File: src/hdl/optt_pkg.sv
// Shared types and constants of the one-shot and periodic timer table.
package optt_pkg;

    typedef enum logic [2:0] {
        ACT_TICK      = 3'd0,
        ACT_ONESHOT   = 3'd1,
        ACT_PERIODIC  = 3'd2,
        ACT_CLEAR_ID  = 3'd3,
        ACT_CLEAR_ALL = 3'd4
    } t_action;

    typedef enum logic [1:0] {
        EV_FIRED   = 2'd0,
        EV_CREATED = 2'd1,
        EV_FAILED  = 2'd2,
        EV_CLEARED = 2'd3
    } t_event;

    typedef enum logic [2:0] {
        S_IDLE,
        S_SCAN,
        S_FLUSH,
        S_IDSTEP,
        S_IDCHECK
    } t_state;

    typedef struct packed {
        t_action            action;
        logic [31:0]        now_us;
        logic [31:0]        period_us;
        logic signed [31:0] user_value;
        logic signed [31:0] target_id;
    } t_cmd;

    localparam logic signed [31:0] ONESHOT_BASE  = 32'sd1000;
    localparam logic signed [31:0] PERIODIC_BASE = -32'sd1000;
    localparam logic signed [31:0] ID_LIMIT      = 32'sd2147483645;

endpackage

File: src/hdl/optt_front.sv
// Front end: accepts input transfers, drops unused actions and queues commands.
module optt_front (
    input  logic          i_clk,
    input  logic          i_rst_n,
    input  logic          i_valid,
    output logic          o_ready,
    input  optt_pkg::t_cmd i_cmd,
    output logic          o_cmd_valid,
    input  logic          i_cmd_ready,
    output optt_pkg::t_cmd o_cmd
);
    import optt_pkg::*;

    t_cmd       r_q [2];
    logic       r_wp;
    logic       r_rp;
    logic [1:0] r_cnt;
    logic       known;
    logic       push;
    logic       pop;

    always_comb begin
        unique case (i_cmd.action)
            ACT_TICK, ACT_ONESHOT, ACT_PERIODIC, ACT_CLEAR_ID, ACT_CLEAR_ALL: known = 1'b1;
            default: known = 1'b0;
        endcase
    end

    assign o_ready     = (r_cnt != 2'd2);
    assign push        = i_valid && o_ready && known;
    assign o_cmd_valid = (r_cnt != 2'd0);
    assign pop         = o_cmd_valid && i_cmd_ready;
    assign o_cmd       = r_q[r_rp];

    always_ff @(posedge i_clk) begin
        if (!i_rst_n) begin
            r_wp  <= 1'b0;
            r_rp  <= 1'b0;
            r_cnt <= 2'd0;
        end else begin
            if (push) begin
                r_wp <= ~r_wp;
            end
            if (pop) begin
                r_rp <= ~r_rp;
            end
            r_cnt <= r_cnt + 2'(push) - 2'(pop);
        end
    end

    always_ff @(posedge i_clk) begin
        if (push) begin
            r_q[r_wp] <= i_cmd;
        end
    end

endmodule

File: src/hdl/optt_back.sv
// Back end: slot table, tick scan, id assignment, clears and the result register.
module optt_back #(
    parameter int SLOTS = 16
) (
    input  logic                  i_clk,
    input  logic                  i_rst_n,
    input  logic                  i_cmd_valid,
    output logic                  o_cmd_ready,
    input  optt_pkg::t_cmd        i_cmd,
    output logic                  o_valid,
    input  logic                  i_ready,
    output optt_pkg::t_event      o_event_res,
    output logic signed [31:0]    o_timer_id,
    output logic signed [31:0]    o_fired_value,
    output logic [4:0]            o_active_count,
    output logic                  o_last
);
    import optt_pkg::*;

    localparam int IW = (SLOTS > 1) ? $clog2(SLOTS) : 1;
    localparam int CW = $clog2(SLOTS + 1);

    logic [SLOTS-1:0]   r_active;
    logic [SLOTS-1:0]   r_periodic;
    logic [31:0]        r_start  [SLOTS];
    logic [31:0]        r_period [SLOTS];
    logic [31:0]        r_ident  [SLOTS];
    logic [31:0]        r_value  [SLOTS];
    logic signed [31:0] r_next_os;
    logic signed [31:0] r_next_per;
    logic [CW-1:0]      r_count;

    t_state r_state, n_state;
    t_cmd   r_cmd;
    logic [IW-1:0] r_idx;
    logic [IW-1:0] r_free;

    logic          r_held_valid;
    t_event        r_held_ev;
    logic [31:0]   r_held_id;
    logic [31:0]   r_held_val;
    logic [CW-1:0] r_held_cnt;

    logic          r_ovalid;
    t_event        r_oev;
    logic [31:0]   r_oid;
    logic [31:0]   r_oval;
    logic [CW-1:0] r_ocnt;
    logic          r_olast;

    logic          emit_ok;
    logic          due;
    logic          stall;
    logic          last_idx;
    logic          full;
    logic [IW-1:0] free_idx;
    logic          match_found;
    logic [IW-1:0] match_idx;
    logic          is_oneshot;
    logic [31:0]   cand;
    logic          cand_used;
    logic          out_load;

    assign emit_ok    = !r_ovalid || i_ready;
    assign due        = r_active[r_idx] && ((r_cmd.now_us - r_start[r_idx]) >= r_period[r_idx]);
    assign stall      = due && r_held_valid && !emit_ok;
    assign last_idx   = (r_idx == IW'(SLOTS - 1));
    assign full       = &r_active;
    assign is_oneshot = (r_cmd.action == ACT_ONESHOT);
    assign cand       = is_oneshot ? r_next_os : r_next_per;
    // The output register takes the held result this cycle.
    assign out_load   = ((r_state == S_SCAN) && !stall && due && r_held_valid)
                        || ((r_state == S_FLUSH) && r_held_valid && emit_ok);

    // Lowest free slot, lowest slot holding the target id, and the id-in-use check.
    always_comb begin
        free_idx    = '0;
        match_found = 1'b0;
        match_idx   = '0;
        cand_used   = 1'b0;
        for (int i = SLOTS - 1; i >= 0; i--) begin
            if (!r_active[i]) begin
                free_idx = IW'(i);
            end
            if (r_active[i] && (r_ident[i] == i_cmd.target_id)) begin
                match_found = 1'b1;
                match_idx   = IW'(i);
            end
            if (r_active[i] && (r_ident[i] == cand)) begin
                cand_used = 1'b1;
            end
        end
    end

    // Next state.
    always_comb begin
        n_state = r_state;
        unique case (r_state)
            S_IDLE: begin
                if (i_cmd_valid) begin
                    priority case (i_cmd.action)
                        ACT_TICK:                  n_state = S_SCAN;
                        ACT_ONESHOT, ACT_PERIODIC: n_state = full ? S_FLUSH : S_IDSTEP;
                        ACT_CLEAR_ID, ACT_CLEAR_ALL: n_state = S_FLUSH;
                        default:                   n_state = S_IDLE;
                    endcase
                end
            end
            S_SCAN: begin
                if (!stall && last_idx) begin
                    n_state = S_FLUSH;
                end
            end
            S_FLUSH: begin
                if (!r_held_valid || emit_ok) begin
                    n_state = S_IDLE;
                end
            end
            S_IDSTEP: n_state = S_IDCHECK;
            S_IDCHECK: n_state = cand_used ? S_IDSTEP : S_FLUSH;
            default: n_state = S_IDLE;
        endcase
    end

    // Outputs.
    always_comb begin
        o_cmd_ready    = (r_state == S_IDLE);
        o_valid        = r_ovalid;
        o_event_res    = r_oev;
        o_timer_id     = r_oid;
        o_fired_value  = r_oval;
        o_active_count = 5'(r_ocnt);
        o_last         = r_olast;
    end

    always_ff @(posedge i_clk) begin
        if (!i_rst_n) begin
            r_state      <= S_IDLE;
            r_active     <= '0;
            r_count      <= '0;
            r_next_os    <= ONESHOT_BASE;
            r_next_per   <= PERIODIC_BASE;
            r_held_valid <= 1'b0;
            r_ovalid     <= 1'b0;
            r_idx        <= '0;
        end else begin
            r_state <= n_state;
            if (r_ovalid && i_ready && !out_load) begin
                r_ovalid <= 1'b0;
            end
            unique case (r_state)
                S_IDLE: begin
                    r_idx <= '0;
                    if (i_cmd_valid) begin
                        priority case (i_cmd.action)
                            ACT_ONESHOT, ACT_PERIODIC: begin
                                if (full) begin
                                    r_held_valid <= 1'b1;
                                    r_held_ev    <= EV_FAILED;
                                    r_held_id    <= '0;
                                    r_held_val   <= '0;
                                    r_held_cnt   <= r_count;
                                end
                            end
                            ACT_CLEAR_ID: begin
                                r_held_valid <= 1'b1;
                                r_held_ev    <= EV_CLEARED;
                                r_held_id    <= i_cmd.target_id;
                                r_held_val   <= '0;
                                if ((i_cmd.target_id != 32'sd0) && match_found) begin
                                    r_active[match_idx] <= 1'b0;
                                    r_count             <= r_count - CW'(1);
                                    r_held_cnt          <= r_count - CW'(1);
                                end else begin
                                    r_held_cnt <= r_count;
                                end
                            end
                            ACT_CLEAR_ALL: begin
                                r_active     <= '0;
                                r_count      <= '0;
                                r_held_valid <= 1'b1;
                                r_held_ev    <= EV_CLEARED;
                                r_held_id    <= '0;
                                r_held_val   <= '0;
                                r_held_cnt   <= '0;
                            end
                            default: begin
                            end
                        endcase
                    end
                end
                S_SCAN: begin
                    if (!stall) begin
                        if (due) begin
                            if (r_held_valid) begin
                                r_ovalid <= 1'b1;
                                r_oev    <= r_held_ev;
                                r_oid    <= r_held_id;
                                r_oval   <= r_held_val;
                                r_ocnt   <= r_held_cnt;
                                r_olast  <= 1'b0;
                            end
                            r_held_valid <= 1'b1;
                            r_held_ev    <= EV_FIRED;
                            r_held_id    <= r_ident[r_idx];
                            r_held_val   <= r_value[r_idx];
                            if (r_periodic[r_idx]) begin
                                r_held_cnt <= r_count;
                            end else begin
                                r_active[r_idx] <= 1'b0;
                                r_count         <= r_count - CW'(1);
                                r_held_cnt      <= r_count - CW'(1);
                            end
                        end
                        if (!last_idx) begin
                            r_idx <= r_idx + IW'(1);
                        end
                    end
                end
                S_FLUSH: begin
                    if (r_held_valid && emit_ok) begin
                        r_ovalid     <= 1'b1;
                        r_oev        <= r_held_ev;
                        r_oid        <= r_held_id;
                        r_oval       <= r_held_val;
                        r_ocnt       <= r_held_cnt;
                        r_olast      <= 1'b1;
                        r_held_valid <= 1'b0;
                    end
                end
                S_IDSTEP: begin
                    if (is_oneshot) begin
                        r_next_os <= ((r_next_os > ID_LIMIT) ? ONESHOT_BASE : r_next_os) + 32'sd1;
                    end else begin
                        r_next_per <= ((r_next_per < -ID_LIMIT) ? PERIODIC_BASE : r_next_per)
                                      - 32'sd1;
                    end
                end
                S_IDCHECK: begin
                    if (!cand_used) begin
                        r_active[r_free] <= 1'b1;
                        r_count          <= r_count + CW'(1);
                        r_held_valid     <= 1'b1;
                        r_held_ev        <= EV_CREATED;
                        r_held_id        <= cand;
                        r_held_val       <= '0;
                        r_held_cnt       <= r_count + CW'(1);
                    end
                end
                default: begin
                end
            endcase
        end
    end

    // Slot payload needs no reset; it is only read while the slot is active.
    always_ff @(posedge i_clk) begin
        if (r_state == S_IDLE && i_cmd_valid) begin
            r_cmd  <= i_cmd;
            r_free <= free_idx;
        end
        if (r_state == S_SCAN && !stall && due && r_periodic[r_idx]) begin
            r_start[r_idx] <= r_cmd.now_us;
        end
        if (r_state == S_IDCHECK && !cand_used) begin
            r_periodic[r_free] <= !is_oneshot;
            r_start[r_free]    <= r_cmd.now_us;
            r_period[r_free]   <= r_cmd.period_us;
            r_ident[r_free]    <= cand;
            r_value[r_free]    <= r_cmd.user_value;
        end
    end

    a_count_matches: assert property (@(posedge i_clk) disable iff (!i_rst_n)
        $countones(r_active) == int'(r_count))
        else $error("active count disagrees with active slots");

    a_free_slot_kept: assert property (@(posedge i_clk) disable iff (!i_rst_n)
        (r_state == S_IDSTEP || r_state == S_IDCHECK) |-> !r_active[r_free])
        else $error("chosen free slot became active during id search");

    a_fire_not_lost: assert property (@(posedge i_clk) disable iff (!i_rst_n)
        (r_state == S_SCAN && due && r_held_valid && !emit_ok) |=>
        (r_held_valid && $stable(r_idx)))
        else $error("pending fire dropped while the output stalled");

endmodule

File: src/hdl/oneshot_periodic_timer_table_top.sv
// Top level of the one-shot and periodic timer table.
// The input channel (i_valid / o_ready) carries one command per transfer: a tick
// with the current time, a one-shot or periodic create, a clear of one id, or a
// clear of all timers. Commands with unused action codes are taken and dropped.
// The front end holds a two-entry command queue ahead of the slot engine, so
// the sender can keep going while the engine works on an earlier command.
// The output channel (o_valid / i_ready) carries results from a single output
// register; o_last marks the final result of each command that yields one.
// A tick walks the slot table one slot per cycle while the receiver does not
// stall; every due slot produces a fire result. A create steps the id counter
// and checks the new id, repeating both while that id is already in use.
// Clears and failed creates go straight to the flush step. A new command starts
// only after the previous one has handed its last result to the output register.
// On a receiver stall the engine holds its result and halts the scan at a due slot.
// Reset is synchronous and active low: all slots become free, the id counters
// return to their start values and the queue and output register are emptied.
module oneshot_periodic_timer_table_top #(
    parameter int SLOTS = 16
) (
    input  logic               i_clk,
    input  logic               i_rst_n,
    input  logic               i_valid,
    output logic               o_ready,
    input  logic [2:0]         i_action,
    input  logic [31:0]        i_now_us,
    input  logic [31:0]        i_period_us,
    input  logic signed [31:0] i_user_value,
    input  logic signed [31:0] i_target_id,
    output logic               o_valid,
    input  logic               i_ready,
    output logic [1:0]         o_event_res,
    output logic signed [31:0] o_timer_id,
    output logic signed [31:0] o_fired_value,
    output logic [4:0]         o_active_count,
    output logic               o_last
);
    import optt_pkg::*;

    t_cmd   in_cmd;
    t_cmd   q_cmd;
    logic   q_valid;
    logic   q_ready;
    t_event ev;

    // Pack the input fields into one command word for the queue.
    always_comb begin
        in_cmd.action     = t_action'(i_action);
        in_cmd.now_us     = i_now_us;
        in_cmd.period_us  = i_period_us;
        in_cmd.user_value = i_user_value;
        in_cmd.target_id  = i_target_id;
    end

    optt_front u_front (
        .i_clk       (i_clk),
        .i_rst_n     (i_rst_n),
        .i_valid     (i_valid),
        .o_ready     (o_ready),
        .i_cmd       (in_cmd),
        .o_cmd_valid (q_valid),
        .i_cmd_ready (q_ready),
        .o_cmd       (q_cmd)
    );

    optt_back #(
        .SLOTS (SLOTS)
    ) u_back (
        .i_clk          (i_clk),
        .i_rst_n        (i_rst_n),
        .i_cmd_valid    (q_valid),
        .o_cmd_ready    (q_ready),
        .i_cmd          (q_cmd),
        .o_valid        (o_valid),
        .i_ready        (i_ready),
        .o_event_res    (ev),
        .o_timer_id     (o_timer_id),
        .o_fired_value  (o_fired_value),
        .o_active_count (o_active_count),
        .o_last         (o_last)
    );

    assign o_event_res = 2'(ev);

endmodule
File: config.mk
export PLATFORM = sky130hd
export DESIGN_NAME = oneshot_periodic_timer_table_top
export DESIGN_NICKNAME = d
export VERILOG_FILES = /design/src/hdl/optt_pkg.sv /design/src/hdl/optt_front.sv /design/src/hdl/optt_back.sv /design/src/hdl/oneshot_periodic_timer_table_top.sv
export SDC_FILE = /design/constraint.sdc
export NUM_CORES = 2
export LEC_CHECK = 0
export BUFFER_PORTS_ARGS = -buffer_cell sky130_fd_sc_hd__buf_2
export CAP_MARGIN = 15
export CELL_PAD_IN_SITES_DETAIL_PLACEMENT = 0
export CELL_PAD_IN_SITES_GLOBAL_PLACEMENT = 2
export CORE_MARGIN = 4
export CORE_UTILIZATION = 48
export DETAILED_ROUTE_END_ITERATION = 6
export GPL_TIMING_DRIVEN = 0
export PLACE_DENSITY_LB_ADDON = 0.1
export SLEW_MARGIN = 10
export SYNTH_ARGS = -nofsm -noshare
export SYNTH_HDL_FRONTEND = slang
export SYNTH_SLANG_ARGS = --single-unit
File: constraint.sdc
create_clock -name i_clk -period 18.7 [get_ports i_clk]
set_input_delay 1.87 -clock i_clk [delete_from_list [all_inputs] [get_ports i_clk]]
set_output_delay 1.87 -clock i_clk [all_outputs]
set_load 0.02 [all_outputs]
# --- Word-level counts from Yosys, hierarchy flattened ---
# Memories as Yosys holds them, arrays and structs flattened. A register that Yosys moved wholly into a read port is not among the register bits.
# Cells that the tools add are included.
word_totals:
  out_inout_bits: 74
  reg_bits: 360
  ramBits: 2310
  word_cells: 397
  memories: 5
op_classes:
  n_addsub: 8
  order_cmp: 9
  muxes: 186
  n_eq_ne: 62
  reduce_logical: 90
  bitwise: 8
mem_list:
  columns: ["name", "words", "word_bits", "read_ports", "rd_clocked_by_memory_dff", "write_ports", "line_no", "source"]
  rows:
  - ["u_back.r_ident", 16, 32, 17, 1, 1, "optt_back.sv:27", "logic [31:0] r_ident [SLOTS];"]
  - ["u_back.r_period", 16, 32, 1, 1, 1, "optt_back.sv:26", "logic [31:0] r_period [SLOTS];"]
  - ["u_back.r_start", 16, 32, 1, 1, 1, "optt_back.sv:25", "logic [31:0] r_start [SLOTS];"]
  - ["u_back.r_value", 16, 32, 1, 1, 1, "optt_back.sv:28", "logic [31:0] r_value [SLOTS];"]
  - ["u_front.r_q", 2, 131, 1, 1, 1, "optt_front.sv:14", "t_cmd r_q [2];"]
ops:
  columns: ["operator", "count"]
  rows:
  - ["$eq A32 B32 Y1", 32]
  - ["$mux W32", 21]
  - ["$pmux W32 S3", 3]
  - ["$pmux W32 S2", 3]
  - ["$mux W4", 35]
  - ["$mux W16", 6]
  - ["$mux W1", 65]
  - ["$mux W5", 12]
  - ["$logic_and A1 B1 Y1", 53]
  - ["$pmux W16 S3", 1]
  - ["$pmux W5 S3", 3]
  - ["$reduce_and A8 Y1", 5]
  - ["$add A32 B2 Y32 const B", 1]
  - ["$and A16 B16 Y16", 2]
  - ["$ge A32 B32 Y1", 1]
  - ["$gt A32 B32 Y1 const B", 1]
  - ["$lt A32 B32 Y1 const B", 1]
  - ["$not A16 Y16", 2]
  - ["$pmux W16 S2", 1]
  - ["$reduce_bool A32 Y1", 1]
  - ["$reduce_or A32 Y1", 1]
  - ["$sub A32 B2 Y32 const B", 1]
  - ["$sub A32 B32 Y32", 1]
  - ["$mux W2", 11]
  - ["43 further kinds", 100]

# --- Depth between registers and ports, before layout ---
# An unclocked memory read counts as a cell.
depth:
  word_depth: 29
  depth_mapped: 33
  mapped_depth_nobuf: 28

# --- By module ---
# From an unflattened synthesis, not the netlist that was laid out.
unflattened:
  hier_cells: 7258
  hier_area_um2: 121476.5
by_module_without_submodules:
  columns: ["mod", "cells_per_inst", "seq_area_each_um2", "n_inst", "area_each_um2"]
  rows:
  - ["optt_back", 6824, 71328.4, 1, 111409.4]
  - ["optt_front", 434, 7967.6, 1, 10067.2]

# --- Least setup slack after synthesis ---
# Ideal clock, no wire load.
synth_path:
  kind: "reg-to-reg"
  start: "reg (tool-made name)"
  end: "mem u_back.r_start[12][0], enable pin"
  setup_time_ns: 0.428
  t_arrival_ns: 15.383
  synth_period_minus_slack_ns: 15.811
  path_buffers: 4
  setup_slack_ns: 2.889
  stages_incl_launch_ff: 31
  required_time_ns: 18.272
  path_cell_list: "dfxtp_1 > clkbuf_1 > clkbuf_1 > clkbuf_1 > buf_1 > mux4_2 > mux2_2 > o21ai_0 > ha_1 > a21o_1 > a21oi_1 > a21boi_0 > or2_2 > o211ai_1 > a2111oi_0 > o311a_1 > o21a_1 > o21ai_0 > nor2b_1 > xnor2_1 > ha_1 > o21ai_0 > a21oi_1 > a221o_1 > and3_1 > a41oi_1 > o21ai_0 > nand3b_1 > or3_1 > a211oi_1 > o21bai_1"
synth_lines:
  columns: ["item", "line_no"]
  rows:
  - ["to (decl)", "optt_back.sv:25"]

==> impl_results.md <==
- Status: finished, violations left
- Failing checks: DRC
- Post-Syn Instances: 7,249
- Post-cts sizing count: 0
- Clock Latency Late Sink: 1010 ps
- Vias in the first global route: 77,900
- Total wire length: 576,000 um
- Crit Path Max Fanout: 15
- Number of remaining DRC errors: 2
- Hold path depth: 0
- Post-synth top area cell: edfxtp_1
- Flip-flop and latch area: 79,300 sq um
- Share of synthesized flip-flops with an asynchronous set or reset: 0%
- Min cycle time layout: 14,120 ps
- Routed vias: 83,600
- CTS HTree Levels: 5
- Largest net degree at the start of global routing: 59
- Final max-slew violation count: 0
- Clock-pin slew on the worst setup and hold paths: 60 ps
- Post-cts hold buffer count: 0
- Most common flop cell mapped by yosys: edfxtp_1
- Top cell type's share of synthesized area: 64.0%
- Layout Nets: 8,342
- TritonCTS buffer count: 302
- Hold Crit Class: reg2reg
- DR pass1 iterations: 7
- Seq/Total Area, Yosys: 65.7%
- Synth Cell Area: 121,000 sq um
- CTS Root Cell: clkbuf_16
- Startpoint types: flip-flop
- Leakage: 44.0 nW
- Area growth syn-to-layout: 16.5%
- Antenna violations before repair: 85
- Slew HR: 3.12%
- Critical path type: reg2reg
- Peak supply drop: 0.118 mV
- Setup WS pre-CTS: 5190 ps
- Drt via density: 7.12
- CP Data Arrival Time: 14,770 ps
- Reg2Reg Depth: 34
- Most frequent cell after synthesis: edfxtp_1
- IO buf count: 208
- Cell mode on critical path: buf_8
- Maximum clock rate: 70.8 MHz
- Sink Count: 2,675
- Final Hold Fails: 0
- Die ar.: 259,000 sq um
- Synthesis Warnings: 0
- Synth area leaders: edfxtp_1, mux4_2, xnor2_1
- CTS tree: built
- Number of routed nets with antenna violations: 0
- Power per Cell Area: 129 nW/um^2
- CP max stage cell: clkbuf_1
- Post-Route Setup TNS: 0 ps
- Routability cong.: 1.14
- Setup Viol. Count Final: 0
- Initial Util: 48.4%
- Die Y-Extent: 509 um
- Req. time, crit path: 19,350 ps
- HPWL after DPL: 417,000 um
- CP Capture Type: flip-flop
- Fin Clk Skew: 151 ps
- Crit-path max cell delay: 1090 ps
- Fillers: 19,100
- First-pass GRT wire length: 747,000 um
- Clock buffer depth: 4
- Placement Rows: 183
- Top post-synthesis cells by count: edfxtp_1, xnor2_1, mux4_2
- Multi-input gate area: 38,900 sq um
- Min setup slack post-route: 4580 ps
- RSZ-0062 raised after global routing: false
- Number of synthesized flops with an enable pin: 2,572
- Synthesized Nets: 7,460
- Mean Syn Cell Area: 16.6 sq um
- Post-synthesis cell type count: 101
- Wire per inst: 49.1 um
- Total congestion overflow: 0
- Dpl cell area: 131,000 sq um
- Worst Tran Pin Value: 1450 ps
- Core area: 249,000 sq um
- Die Span X: 509 um
- Final Cycle Share: 75.5%
- Initial DRC Count: 15,600
- I/O pins: 209
- Seq cells post-synth: 2,675
- Finished Cell Area: 141,000 sq um
- Total of max-cap violations: 0
- GRT Total Usage: 43.9%
- Layout cell share with drive strength beyond 1: 24.5%
- Postcts setup bufs: 0
[placed cells by master (no fill, tap or decap), types with 189 or more instances in the layout]
cell | Yosys | layout
nand2_1 | 217 | 217
mux4_2 | 636 | 636
xnor2_1 | 882 | 882
nor2_1 | 192 | 189
buf_4 | 39 | 215
clkbuf_1 | 213 | 223
inv_1 | 227 | 210
nor4_1 | 315 | 304
clkbuf_16 | 0 | 309
edfxtp_1 | 2572 | 2572
buf_2 | 51 | 283
[layer usage]
metal	GRT usage (%)	routed length, um
met1	58.7	211000
met2	60.3	236000
met3	17.0	83300
met4	27.5	45600
met5	0	127
[per-stage QoR]
step | power, mW | hold WS (ps) | cells | utilization, %
final | 18.1 | 384 | 11700 | 56.4
after global placement | 11.9 | 402 | 10800 | 50.5
after floorplan | 9.92 | 400 | 7249 | -
after detailed placement | 12.0 | 405 | 11100 | 52.4
after global routing | 18.4 | 400 | 11700 | 56.3
after CTS | 17.8 | 388 | 11700 | 56.2
[registers in the layout, indices dropped and copies added, names as in the netlist, 5 cells and up, named ones only]
name	cells
u_back.r_next_per	32
u_back.r_count	5
u_back.r_held_id	32
u_back.r_cmd	99
u_back.o_timer_id	32
u_back.r_active	16
u_back.r_ident	512
u_back.r_value	512
u_back.r_held_val	32
u_back.o_fired_value	32
u_back.r_start	512
u_back.r_next_os	32
u_back.o_active_count	5
u_back.r_period	512
u_back.r_held_cnt	5
u_back.r_periodic	16
u_front.r_q	262
[final cells by class]
type | count | area share, %
antenna | 53 | 0.0944
buffer | 408 | 1.48
clock buffer | 355 | 5.66
clock inverter | 176 | 1.17
inverter | 231 | 0.622
multi-input combinational | 3935 | 27.7
sequential | 2675 | 56.4
tap | 3330 | 2.97
timing repair buffer | 578 | 3.87
[final timing paths]
| check | from | endpoint | slack (ps) |
|---|---|---|---|
| worst max-delay path | flip-flop | u_back.r_ident[12][16] | 4580 |
| worst min-delay path | u_back.r_held_id[6] | u_back.o_timer_id[6] | 380 |
| worst max register to register | flip-flop | u_back.r_ident[12][16] | 4580 |
| worst min register to register | u_back.r_held_id[6] | u_back.o_timer_id[6] | 380 |
[kinds of logic after synthesis]
| group | after synthesis | share of synthesized area, % |
|---|---|---|
| DFF | 2675 | 65.7 |
| and+or+nand+nor | 1270 | 5.66 |
| xor gates and xnor gates | 1035 | 7.52 |
| muxes | 837 | 13.8 |
| AOI/OAI and AO/OA | 717 | 4.13 |
| buffers and inverters | 639 | 2.40 |
| adders and majority gates | 76 | 0.794 |
[critical path: cells and delay by family (launching register included)]
| kind | cells | cell delay (ps) |
|---|---|---|
| AO/OA/AOI/OAI | 11 | 4590 |
| XOR/XNOR | 1 | 140 |
| adder cells (fa/ha/maj) | 2 | 510 |
| buffers and inverters | 11 | 4740 |
| flip-flops | 1 | 310 |
| multiplexers | 2 | 890 |
| AND/OR/NAND/NOR | 7 | 2560 |
[power breakdown]
| group | leakage [nW] | total [mW] | switching [mW] | internal (mW) |
|---|---|---|---|---|
| sequential | 24.0 | 7.73 | 0.406 | 7.33 |
| combinational | 15.3 | 4.49 | 3.05 | 1.44 |
| clock | 4.69 | 5.85 | 2.45 | 3.40 |
| total | 44.0 | 18.1 | 5.90 | 12.2 |
No activity file was read; power rests on OpenSTA's default activity.
